### src/design/dtmr_pkg.sv
// ----------------------------------------------------------------------------
// Device tree memory region parser package
// Shared word types, token codes, parse phases and name matching helpers.
// ----------------------------------------------------------------------------
package dtmr_pkg;

    typedef struct packed {
        logic [31:0] blob_word;
        logic        last_word;
    } in_word_t;

    typedef struct packed {
        logic        kind;
        logic [63:0] region_base;
        logic [63:0] region_size;
        logic [3:0]  entry_index;
        logic        status;
        logic [4:0]  entry_count;
    } result_t;

    typedef struct packed {
        logic    valid0;
        logic    valid1;
        result_t res0;
        result_t res1;
    } push_t;

    typedef enum logic [6:0] {
        PH_HEADER = 7'b0000001,
        PH_SKIP   = 7'b0000010,
        PH_TOKEN  = 7'b0000100,
        PH_NAME   = 7'b0001000,
        PH_PLEN   = 7'b0010000,
        PH_POFF   = 7'b0100000,
        PH_PDATA  = 7'b1000000
    } phase_t;

    localparam logic [31:0] BLOB_MAGIC   = 32'hd00dfeed;
    localparam logic [31:0] TK_BEGIN     = 32'h1;
    localparam logic [31:0] TK_ENDNODE   = 32'h2;
    localparam logic [31:0] TK_PROP      = 32'h3;
    localparam logic [31:0] TK_NOP       = 32'h4;
    localparam logic [31:0] TK_END       = 32'h9;
    localparam logic [31:0] HEADER_BYTES = 32'd40;
    localparam logic [29:0] HDR_IDX_MAGIC = 30'd0;
    localparam logic [29:0] HDR_IDX_OFF   = 30'd2;
    localparam logic [29:0] HDR_IDX_SIZE  = 30'd9;
    localparam logic [2:0]  NAME_POS_FULL = 3'd6;
    localparam logic [2:0]  NAME_POS_AT   = 3'd7;
    localparam logic [7:0]  CHAR_AT       = 8'h40;

    localparam logic       CFG_MAX_ENTRIES = 1'b0;
    localparam logic       CFG_REG_NAME    = 1'b1;
    localparam logic [4:0] MAX_ENTRIES_RST = 5'd16;

    function automatic logic [7:0] mem_char(input logic [2:0] pos);
        logic [7:0] c;
        case (pos)
            3'd0:    c = 8'h6d;
            3'd1:    c = 8'h65;
            3'd2:    c = 8'h6d;
            3'd3:    c = 8'h6f;
            3'd4:    c = 8'h72;
            3'd5:    c = 8'h79;
            default: c = 8'h00;
        endcase
        return c;
    endfunction

endpackage

### src/design/dtmr_parse.sv
// ----------------------------------------------------------------------------
// Device tree memory region parser: word parser
// Consumes one blob word per accepted cycle and produces up to two results.
// ----------------------------------------------------------------------------
module dtmr_parse #(
    parameter int STACK_DEPTH = 16,
    parameter int MAX_REGIONS = 16
) (
    input  logic               clk,
    input  logic               rst_n,
    input  logic               accept,
    input  dtmr_pkg::in_word_t in_word,
    input  logic [4:0]         max_entries,
    input  logic [15:0]        reg_name_offset,
    output dtmr_pkg::push_t    push
);
    import dtmr_pkg::*;

    localparam int DW = (STACK_DEPTH > 2) ? $clog2(STACK_DEPTH) : 1;
    localparam int LIM_CAP = (MAX_REGIONS < 31) ? MAX_REGIONS : 31;
    localparam logic [4:0] LIM_CAP5 = 5'(LIM_CAP);
    localparam logic [DW-1:0] DEPTH_TOP = DW'(STACK_DEPTH - 1);

    phase_t              phase_reg, phase_next;
    logic [31:0]         off_reg, off_next;
    logic [31:0]         start_reg, start_next;
    logic [31:0]         end_reg, end_next;
    logic [DW-1:0]       depth_reg, depth_next;
    logic [STACK_DEPTH-1:0] stack_reg;
    logic [2:0]          pos_reg, pos_next;
    logic                mism_reg, mism_next;
    logic [31:0]         left_reg, left_next;
    logic                cap_reg, cap_next;
    logic [1:0]          pwi_reg, pwi_next;
    logic [63:0]         base_reg, base_next;
    logic [31:0]         szh_reg, szh_next;
    logic [4:0]          found_reg, found_next;
    logic                fin_reg, fin_next;

    logic                stk_we, stk_wd, stk_clr;
    logic                fin_fire, fin_st;
    logic [4:0]          limit;
    logic [31:0]         word;

    assign word  = in_word.blob_word;
    assign limit = (max_entries < LIM_CAP5) ? max_entries : LIM_CAP5;

    always_comb
    begin
        logic [7:0] c;
        logic       stop;
        result_t    stat;
        phase_next = phase_reg;
        off_next   = off_reg;
        start_next = start_reg;
        end_next   = end_reg;
        depth_next = depth_reg;
        pos_next   = pos_reg;
        mism_next  = mism_reg;
        left_next  = left_reg;
        cap_next   = cap_reg;
        pwi_next   = pwi_reg;
        base_next  = base_reg;
        szh_next   = szh_reg;
        found_next = found_reg;
        fin_next   = fin_reg;
        stk_we     = 1'b0;
        stk_wd     = 1'b0;
        stk_clr    = 1'b0;
        fin_fire   = 1'b0;
        fin_st     = 1'b0;
        stop       = 1'b0;
        c          = 8'h00;
        stat       = '0;
        push       = '0;
        if (!fin_reg)
        begin
            case (phase_reg)
                PH_HEADER:
                begin
                    if (off_reg[31:2] == HDR_IDX_MAGIC && word != BLOB_MAGIC)
                    begin
                        fin_fire = 1'b1;
                        fin_st   = 1'b1;
                    end
                    else if (off_reg[31:2] == HDR_IDX_OFF)
                    begin
                        start_next = word;
                    end
                    else if (off_reg[31:2] == HDR_IDX_SIZE)
                    begin
                        end_next = start_reg + word;
                        if (start_reg < HEADER_BYTES || start_reg[1:0] != 2'b00)
                        begin
                            fin_fire = 1'b1;
                            fin_st   = 1'b1;
                        end
                        else
                        begin
                            phase_next = (start_reg == HEADER_BYTES) ? PH_TOKEN : PH_SKIP;
                        end
                    end
                end
                PH_SKIP:
                begin
                    if (off_reg + 32'd4 == start_reg)
                    begin
                        phase_next = PH_TOKEN;
                    end
                end
                PH_TOKEN:
                begin
                    case (word)
                        TK_BEGIN:
                        begin
                            if (depth_reg == DEPTH_TOP)
                            begin
                                fin_fire = 1'b1;
                                fin_st   = 1'b1;
                            end
                            else
                            begin
                                depth_next = depth_reg + 1'b1;
                                pos_next   = 3'd0;
                                mism_next  = 1'b0;
                                phase_next = PH_NAME;
                            end
                        end
                        TK_ENDNODE:
                        begin
                            if (depth_reg != '0)
                            begin
                                depth_next = depth_reg - 1'b1;
                            end
                        end
                        TK_PROP:
                        begin
                            phase_next = PH_PLEN;
                        end
                        TK_NOP:
                        begin
                        end
                        TK_END:
                        begin
                            fin_fire = 1'b1;
                        end
                        default:
                        begin
                            fin_fire = 1'b1;
                            fin_st   = 1'b1;
                        end
                    endcase
                end
                PH_NAME:
                begin
                    for (int k = 0; k < 4; k++)
                    begin
                        c = word[31-8*k -: 8];
                        if (!stop)
                        begin
                            if (c == 8'h00)
                            begin
                                stk_we = 1'b1;
                                stk_wd = (pos_next == NAME_POS_AT)
                                    || (pos_next == NAME_POS_FULL && !mism_next);
                                phase_next = PH_TOKEN;
                                stop = 1'b1;
                            end
                            else if (!mism_next && pos_next != NAME_POS_AT)
                            begin
                                if (pos_next < NAME_POS_FULL)
                                begin
                                    if (c == mem_char(pos_next))
                                    begin
                                        pos_next = pos_next + 3'd1;
                                    end
                                    else
                                    begin
                                        mism_next = 1'b1;
                                    end
                                end
                                else if (c == CHAR_AT)
                                begin
                                    pos_next = NAME_POS_AT;
                                end
                                else
                                begin
                                    mism_next = 1'b1;
                                end
                            end
                        end
                    end
                end
                PH_PLEN:
                begin
                    left_next  = word;
                    phase_next = PH_POFF;
                end
                PH_POFF:
                begin
                    cap_next   = stack_reg[depth_reg] && (word == {16'h0000, reg_name_offset});
                    pwi_next   = 2'd0;
                    phase_next = (left_reg == 32'd0) ? PH_TOKEN : PH_PDATA;
                end
                PH_PDATA:
                begin
                    if (cap_reg)
                    begin
                        case (pwi_reg)
                            2'd0:    base_next = {word, 32'h0};
                            2'd1:    base_next = {base_reg[63:32], word};
                            2'd2:    szh_next  = word;
                            default:
                            begin
                                if (left_reg >= 32'd4 && found_reg < limit)
                                begin
                                    found_next               = found_reg + 5'd1;
                                    push.valid0              = 1'b1;
                                    push.res0.kind           = 1'b0;
                                    push.res0.region_base    = base_reg;
                                    push.res0.region_size    = {szh_reg, word};
                                    push.res0.entry_index    = found_reg[3:0];
                                    push.res0.status         = 1'b0;
                                    push.res0.entry_count    = found_reg + 5'd1;
                                end
                            end
                        endcase
                        pwi_next = pwi_reg + 2'd1;
                    end
                    left_next = (left_reg > 32'd4) ? left_reg - 32'd4 : 32'd0;
                    if (left_reg <= 32'd4)
                    begin
                        phase_next = PH_TOKEN;
                    end
                end
                default:
                begin
                end
            endcase
            off_next = off_reg + 32'd4;
            if (!fin_fire && phase_next == PH_TOKEN && off_next >= end_next)
            begin
                fin_fire = 1'b1;
            end
            if (!fin_fire && in_word.last_word)
            begin
                fin_fire = 1'b1;
                fin_st   = 1'b1;
            end
            if (fin_fire)
            begin
                fin_next         = 1'b1;
                stat.kind        = 1'b1;
                stat.status      = fin_st;
                stat.entry_count = found_next;
                if (push.valid0)
                begin
                    push.valid1 = 1'b1;
                    push.res1   = stat;
                end
                else
                begin
                    push.valid0 = 1'b1;
                    push.res0   = stat;
                end
            end
        end
        if (in_word.last_word)
        begin
            stk_clr    = 1'b1;
            phase_next = PH_HEADER;
            off_next   = '0;
            start_next = '0;
            end_next   = '0;
            depth_next = '0;
            pos_next   = '0;
            mism_next  = 1'b0;
            left_next  = '0;
            cap_next   = 1'b0;
            pwi_next   = '0;
            base_next  = '0;
            szh_next   = '0;
            found_next = '0;
            fin_next   = 1'b0;
        end
    end

    always_ff @(posedge clk or negedge rst_n)
    begin
        if (!rst_n)
        begin
            phase_reg <= PH_HEADER;
            off_reg   <= '0;
            start_reg <= '0;
            end_reg   <= '0;
            depth_reg <= '0;
            stack_reg <= '0;
            pos_reg   <= '0;
            mism_reg  <= 1'b0;
            left_reg  <= '0;
            cap_reg   <= 1'b0;
            pwi_reg   <= '0;
            base_reg  <= '0;
            szh_reg   <= '0;
            found_reg <= '0;
            fin_reg   <= 1'b0;
        end
        else if (accept)
        begin
            phase_reg <= phase_next;
            off_reg   <= off_next;
            start_reg <= start_next;
            end_reg   <= end_next;
            depth_reg <= depth_next;
            pos_reg   <= pos_next;
            mism_reg  <= mism_next;
            left_reg  <= left_next;
            cap_reg   <= cap_next;
            pwi_reg   <= pwi_next;
            base_reg  <= base_next;
            szh_reg   <= szh_next;
            found_reg <= found_next;
            fin_reg   <= fin_next;
            if (stk_clr)
            begin
                stack_reg <= '0;
            end
            else if (stk_we)
            begin
                stack_reg[depth_reg] <= stk_wd;
            end
        end
    end

`ifndef SYNTH
    a_depth_bound: assert property (@(posedge clk) disable iff (!rst_n)
        32'(depth_reg) < STACK_DEPTH)
        else $error("node depth out of range");
    a_found_bound: assert property (@(posedge clk) disable iff (!rst_n)
        32'(found_reg) <= MAX_REGIONS)
        else $error("region count above limit");
    a_second_is_status: assert property (@(posedge clk) disable iff (!rst_n)
        push.valid1 |-> (push.valid0 && !push.res0.kind && push.res1.kind))
        else $error("second result must be a status after a region");
    a_done_quiet: assert property (@(posedge clk) disable iff (!rst_n)
        (fin_reg && !in_word.last_word) |-> !push.valid0)
        else $error("result after end of run");
`endif

endmodule

### src/design/dtmr_outq.sv
// ----------------------------------------------------------------------------
// Device tree memory region parser: result queue
// Four-word queue taking up to two results per cycle while it has room and giving one while out_ready is high.
// ----------------------------------------------------------------------------
module dtmr_outq (
    input  logic              clk,
    input  logic              rst_n,
    input  logic              push_en,
    input  dtmr_pkg::push_t   push,
    output logic              space,
    output logic              out_valid,
    input  logic              out_ready,
    output dtmr_pkg::result_t out_data
);
    import dtmr_pkg::*;

    result_t    mem_reg [4];
    logic [1:0] wr_reg, wr_next;
    logic [1:0] rd_reg, rd_next;
    logic [2:0] cnt_reg, cnt_next;
    logic       pop;
    logic [1:0] n_push;

    assign space     = (cnt_reg <= 3'd2);
    assign out_valid = (cnt_reg != 3'd0);
    assign out_data  = mem_reg[rd_reg];
    assign pop       = out_valid && out_ready;
    assign n_push    = push_en ? ({1'b0, push.valid0} + {1'b0, push.valid1}) : 2'd0;
    assign wr_next   = wr_reg + n_push;
    assign rd_next   = rd_reg + {1'b0, pop};
    assign cnt_next  = cnt_reg + {1'b0, n_push} - {2'b00, pop};

    always_ff @(posedge clk)
    begin
        if (push_en && push.valid0)
        begin
            mem_reg[wr_reg] <= push.res0;
        end
        if (push_en && push.valid1)
        begin
            mem_reg[wr_reg + 2'd1] <= push.res1;
        end
    end

    always_ff @(posedge clk or negedge rst_n)
    begin
        if (!rst_n)
        begin
            wr_reg  <= '0;
            rd_reg  <= '0;
            cnt_reg <= '0;
        end
        else
        begin
            wr_reg  <= wr_next;
            rd_reg  <= rd_next;
            cnt_reg <= cnt_next;
        end
    end

`ifndef SYNTH
    a_cnt_bound: assert property (@(posedge clk) disable iff (!rst_n)
        cnt_reg <= 3'd4)
        else $error("queue overflow");
    a_ptr_gap: assert property (@(posedge clk) disable iff (!rst_n)
        (wr_reg - rd_reg) == cnt_reg[1:0])
        else $error("queue pointers disagree with count");
    a_push_room: assert property (@(posedge clk) disable iff (!rst_n)
        push_en |-> space)
        else $error("push without room");
`endif

endmodule

### src/design/device_tree_memory_region_parser_core.sv
// ----------------------------------------------------------------------------
// Device tree memory region parser
// Streams a flattened device tree blob and reports its memory regions.
// ----------------------------------------------------------------------------
// Usage: blob words enter on in_valid/in_ready, one word per cycle while in_ready is
// high, from byte offset zero, with last_word set on the final word of a blob. Each
// region found inside a memory node's reg property, up to max_entries and MAX_REGIONS,
// leaves as one word on out_valid/out_ready, and every run closes with one status word.
// The block takes one word per cycle while in_ready is high. A result is visible on
// the output in the cycle after the word that causes it is taken. A word may cause
// two results, a region and the closing status, and both land in a four-entry result
// queue; in_ready drops while fewer than two queue entries are free, so a stalled
// receiver holds the input back after at most four words of results.
// The user must write the configuration registers max_entries and reg_name_offset
// through cfg_we, cfg_index and cfg_data only while the block is idle; the block
// itself does not enforce this. Reset empties the queue, returns the parser to the
// header and sets max_entries to 16 and reg_name_offset to 0.
// ----------------------------------------------------------------------------
module device_tree_memory_region_parser_core #(
    parameter int STACK_DEPTH = 16,
    parameter int MAX_REGIONS = 16
) (
    input  logic              clk,
    input  logic              rst_n,
    input  logic              in_valid,
    output logic              in_ready,
    input  dtmr_pkg::in_word_t in_data,
    output logic              out_valid,
    input  logic              out_ready,
    output dtmr_pkg::result_t out_data,
    input  logic              cfg_we,
    input  logic              cfg_index,
    input  logic [15:0]       cfg_data
);
    import dtmr_pkg::*;

    logic [4:0]  max_entries_reg;
    logic [15:0] reg_name_reg;
    logic        accept;
    push_t       push;

    assign accept = in_valid && in_ready;

    always_ff @(posedge clk or negedge rst_n)
    begin
        if (!rst_n)
        begin
            max_entries_reg <= MAX_ENTRIES_RST;
            reg_name_reg    <= '0;
        end
        else if (cfg_we)
        begin
            case (cfg_index)
                CFG_MAX_ENTRIES: max_entries_reg <= cfg_data[4:0];
                CFG_REG_NAME:    reg_name_reg    <= cfg_data;
                default:
                begin
                end
            endcase
        end
    end

    dtmr_parse #(
        .STACK_DEPTH (STACK_DEPTH),
        .MAX_REGIONS (MAX_REGIONS)
    ) u_parse (
        .clk             (clk),
        .rst_n           (rst_n),
        .accept          (accept),
        .in_word         (in_data),
        .max_entries     (max_entries_reg),
        .reg_name_offset (reg_name_reg),
        .push            (push)
    );

    dtmr_outq u_outq (
        .clk       (clk),
        .rst_n     (rst_n),
        .push_en   (accept),
        .push      (push),
        .space     (in_ready),
        .out_valid (out_valid),
        .out_ready (out_ready),
        .out_data  (out_data)
    );

endmodule
### config.mk
export PLATFORM = sky130hd
export DESIGN_NAME = device_tree_memory_region_parser_core
export DESIGN_NICKNAME = d
export VERILOG_FILES = /design/src/design/dtmr_pkg.sv /design/src/design/dtmr_parse.sv /design/src/design/dtmr_outq.sv /design/src/design/device_tree_memory_region_parser_core.sv
export SDC_FILE = /design/constraint.sdc
export NUM_CORES = 2
export LEC_CHECK = 0
export ABC_AREA = 1
export BUFFER_PORTS_ARGS = -buffer_cell sky130_fd_sc_hd__clkbuf_2
export CAP_MARGIN = 20
export CELL_PAD_IN_SITES_DETAIL_PLACEMENT = 1
export CELL_PAD_IN_SITES_GLOBAL_PLACEMENT = 1
export CORE_MARGIN = 1
export CORE_UTILIZATION = 30
export DETAILED_ROUTE_END_ITERATION = 8
export GPL_TIMING_DRIVEN = 0
export PLACE_DENSITY_LB_ADDON = 0.1
export SYNTH_ARGS = -nofsm -noshare
export SYNTH_HDL_FRONTEND = slang
export SYNTH_SLANG_ARGS = --single-unit
### constraint.sdc
create_clock -name clk -period 16.9 [get_ports clk]
set_clock_uncertainty 0.05 [all_clocks]
set_input_delay 2.535 -clock clk [delete_from_list [all_inputs] [get_ports clk]]
set_output_delay 2.535 -clock clk [all_outputs]
set_load 0.05 [all_outputs]
==> summary.md <==
Status
- **status** finished, final reports clean

Floorplan
- **die outline area** 139000 sq um
- **vertical die dimension** 373 microns
- **placeable core area** 136000 sq um
- **placement row count** 135
- **number of top-level design ports** 196
- **Starting Density** 0.303
- **width of the die** 373 microns

CTS
- **deepest clock path buffer count** 3
- **Clock Latency Late Sink** 760 ps
- **number of sinks on the clock net** 846
- **clock tree root driver cell** sky130_fd_sc_hd__clkbuf_16
- **post-cts hold buffer count** 0
- **clock tree from TritonCTS** done
- **number of instances resized during post-cts repair** 0
- **clock buffer count from CTS** 104
- **setup repair bufs after CTS** 0
- **deepest level of the CTS H-tree** 3
- **clk slew on worst S/H paths** 60 ps

Setup path
- **Critical Path Fanout Max** 10
- **cell with the largest stage delay on the worst path** sky130_fd_sc_hd__nand2_2
- **most used cell, CP** sky130_fd_sc_hd__nand2_1
- **worst flop-to-flop path endpoint** u_outq.mem_reg[1][2]
- **Worst setup SP type** input pin
- **data required time of the worst path** 17300 ps
- **reg2reg path depth** 43
- **crit end category** flop
- **startpoint of the worst register-to-register path** u_parse.start_reg[2]
- **critical path data arrival time** 10230 ps
- **worst-case register-to-register setup slack** 8740 ps
- **type of the worst setup path** in -> reg
- **slowest cell delay on critical path** 550 ps

Timing
- **worst-case headroom to the max-slew limit** 0.192
- **Slew Limit Fails** 0
- **Min Clock Period, post-route** 9840 ps
- **crit share post-route** 0.582
- **setup repair after global routing missed its margin** no
- **total of endpoints with negative setup slack in the final report** 0
- **Max Clock Freq** 0.102 GHz
- **Least-Margin Pin Slew** 1210 ps
- **setup TNS** 0 ps
- **number of endpoints with negative hold slack in the final report** 0

Finish
- **post-route standard cell area excluding fillers** 48200 sq um
- **number of fill cells in the layout** 16500
- **Layout area overhead** 16.8%
- **layout cells sized above 1** 0.101
- **most frequent cells in the layout** sky130_fd_sc_hd__o21ai_0, sky130_fd_sc_hd__nand3_1, sky130_fd_sc_hd__dfxtp_1, sky130_fd_sc_hd__nor2_1, sky130_fd_sc_hd__nand2_1
- **most common library cell in the layout ignoring fill and taps** sky130_fd_sc_hd__o21ai_0
- **Final nets** 5747
- **number of flip-flops under the largest register name** 556

Route
- **number of design rule violations left after detail routing** 0
- **detailed-route via count** 40800
- **count of nets left with antenna violations after detail routing** 0
- **number of DRC violations after detailed-routing iteration 0** 3009
- **Routed WL** 192000 microns
- **via-per-instance ratio** 5.48
- **post-DR wirelength/cell** 25.8 microns
- **first drt pass iteration count** 7

Logic synthesis
- **syn nets** 5434
- **combinational family with the most area after synthesis** compound AO/OA/AOI/OAI gates
- **number of warnings printed during yosys synthesis** 0
- **number of synthesized flops with an enable pin** 28
- **gate count after technology mapping** 5269
- **arithmetic-cell share of the synthesized area counting full adders, half adders and majority gates** 0.0339
- **sequential fraction of the synthesis area** 0.453
- **count of different cell masters after synthesis** 73
- **combined area of all synthesized cells** 41200 sq um
- **synthesis-stage register bit count** 846
- **FFs w/ async S/R, synth** 0.343
- **post-synthesis share of cell area spent on xor and xnor gates** 0.0217
- **most used flip-flop cell after synthesis** sky130_fd_sc_hd__dfxtp_1
- **post-synthesis simple-gate area fraction** 0.205
- **synthesized area divided by synthesized cell count** 7.83 sq um
- **share of the synthesized area in compound gates (AO/OA/AOI/OAI)** 0.213
- **portion of netlist area occupied by mux cells** 0.00337

Hold path
- **cell count of the worst hold path** 2
- **Hold Path Class** reg -> reg
- **hold-critical path endpoint** u_parse.end_reg[8]
- **startpoint of the most critical hold path** u_parse.end_reg[8]

Global routing
- **largest net degree at the start of global routing** 89
- **via count of the first global-routing pass** 40600
- **GRT Util Overall** 0.272
- **first-pass GRT wire length** 283000 microns
- **GRT overflow** 0
- **initial antenna violation count** 3

Run
- **max-cap check violation count** 0

Place
- **final RePlAce weighted congestion** 0.911
- **quantity of I/O buffers inserted on ports** 194
- **area after detailed placement** 44700 sq um
- **total half-perimeter wirelength after legalization and detailed placement** 143000 microns

Power
- **Max rail drop VDD** 0.000104 V
- **power density cells** 186 nW/um^2
- **Static Leak** 0.0196 uW

-- worst max-delay path: cells and delay by family --
kind / cells / cell delay (ps)
AO/OA/AOI/OAI: 15 / 2890
XOR/XNOR: 1 / 220
adder cells (fa/ha/maj): 3 / 790
buffers and inverters: 5 / 1370
AND/OR/NAND/NOR: 17 / 2370
-- routing by layer --
layer / GRT usage / wire, microns / vias to the layer above
met5: 0 / 0 / -
met4: 0.0901 / 6820 / 0
met3: 0.0330 / 7640 / 250
met2: 0.435 / 87400 / 873
met1: 0.377 / 90400 / 20700
li1: - / - / 19000
-- power by group --
| part | internal (uW) | total (uW) | switching, uW |
|---|---|---|---|
| Sequential | 2390 | 2680 | 293 |
| Clock | 1330 | 2310 | 977 |
| Combinational | 953 | 3940 | 2990 |
-- cells in the mapped netlist (all sizes together) (7+ instances only) --
cell type | n | area (sq um)
nand4 | 38 | 253
a32o | 17 | 170
o31ai | 14 | 105
a22oi | 18 | 135
a31oi | 7 | 43.8
dfxtp | 528 | 10600
ha | 107 | 1340
o211ai | 11 | 82.6
edfxtp | 28 | 841
o21ai | 1038 | 5200
o22ai | 214 | 1340
xnor2 | 24 | 210
nor2 | 541 | 2110
mux2 | 7 | 78.8
buf | 125 | 732
clkinv | 7 | 26.3
nand2 | 554 | 2200
nor3 | 37 | 216
clkbuf | 244 | 916
nand3 | 644 | 3290
inv | 324 | 1220
a21oi | 264 | 1330
xor2 | 78 | 683
a32oi | 9 | 78.8
nor4 | 40 | 278
dfrtp | 288 | 7210
-- logic make-up after synthesis --
| group | after synthesis |
|---|---|
| and+or+nand+nor | 1869 |
| AOI/OAI and AO/OA | 1629 |
| DFF | 846 |
| buffers and inverters | 700 |
| adders and majority gates | 110 |
| xor gates and xnor gates | 102 |
| muxes | 13 |
-- final cells by class --
type | instances | area, sq um | area share
multi-input combinational | 3723 | 19700 | 0.409
sequential | 846 | 18700 | 0.388
clock buffer | 157 | 3110 | 0.0647
tap | 1781 | 2230 | 0.0463
buffer | 369 | 1650 | 0.0342
inverter | 331 | 1250 | 0.0259
timing repair buffer | 207 | 1190 | 0.0246
clock inverter | 35 | 378 | 0.00785
antenna | 1 | 2.50 | 0.0000520
-- through the flow --
stage               hold WS, ps  utilization  power (uW)  cells  worst slack [ps]
floorplan                   393            -        5240   5269              8610
global placement            411        0.327        6600   7244              5970
detailed placement          417        0.328        6650   7257              6290
CTS                         431        0.354        8980   7449              7050
global route                452        0.354        9380   7449              6460
finish                      429        0.354        8940   7450              7060
-- how the worst max path moves through the flow --
stage | start | to | slack, ps | cells past startpoint
after floorplan | in_data[3] | u_outq.cnt_reg[2] | 8610 | 49
after global placement | rst_n | u_parse.szh_reg[18] | 5970 | 1
after detailed placement | in_data[1] | u_outq.mem_reg[1][1] | 6290 | 41
after CTS | in_data[1] | u_outq.mem_reg[3][3] | 7050 | 41
after global routing | in_data[3] | u_outq.mem_reg[0][9] | 6460 | 45
final | in_data[1] | u_outq.mem_reg[1][2] | 7060 | 41
(Power assumes the default switching activity.)
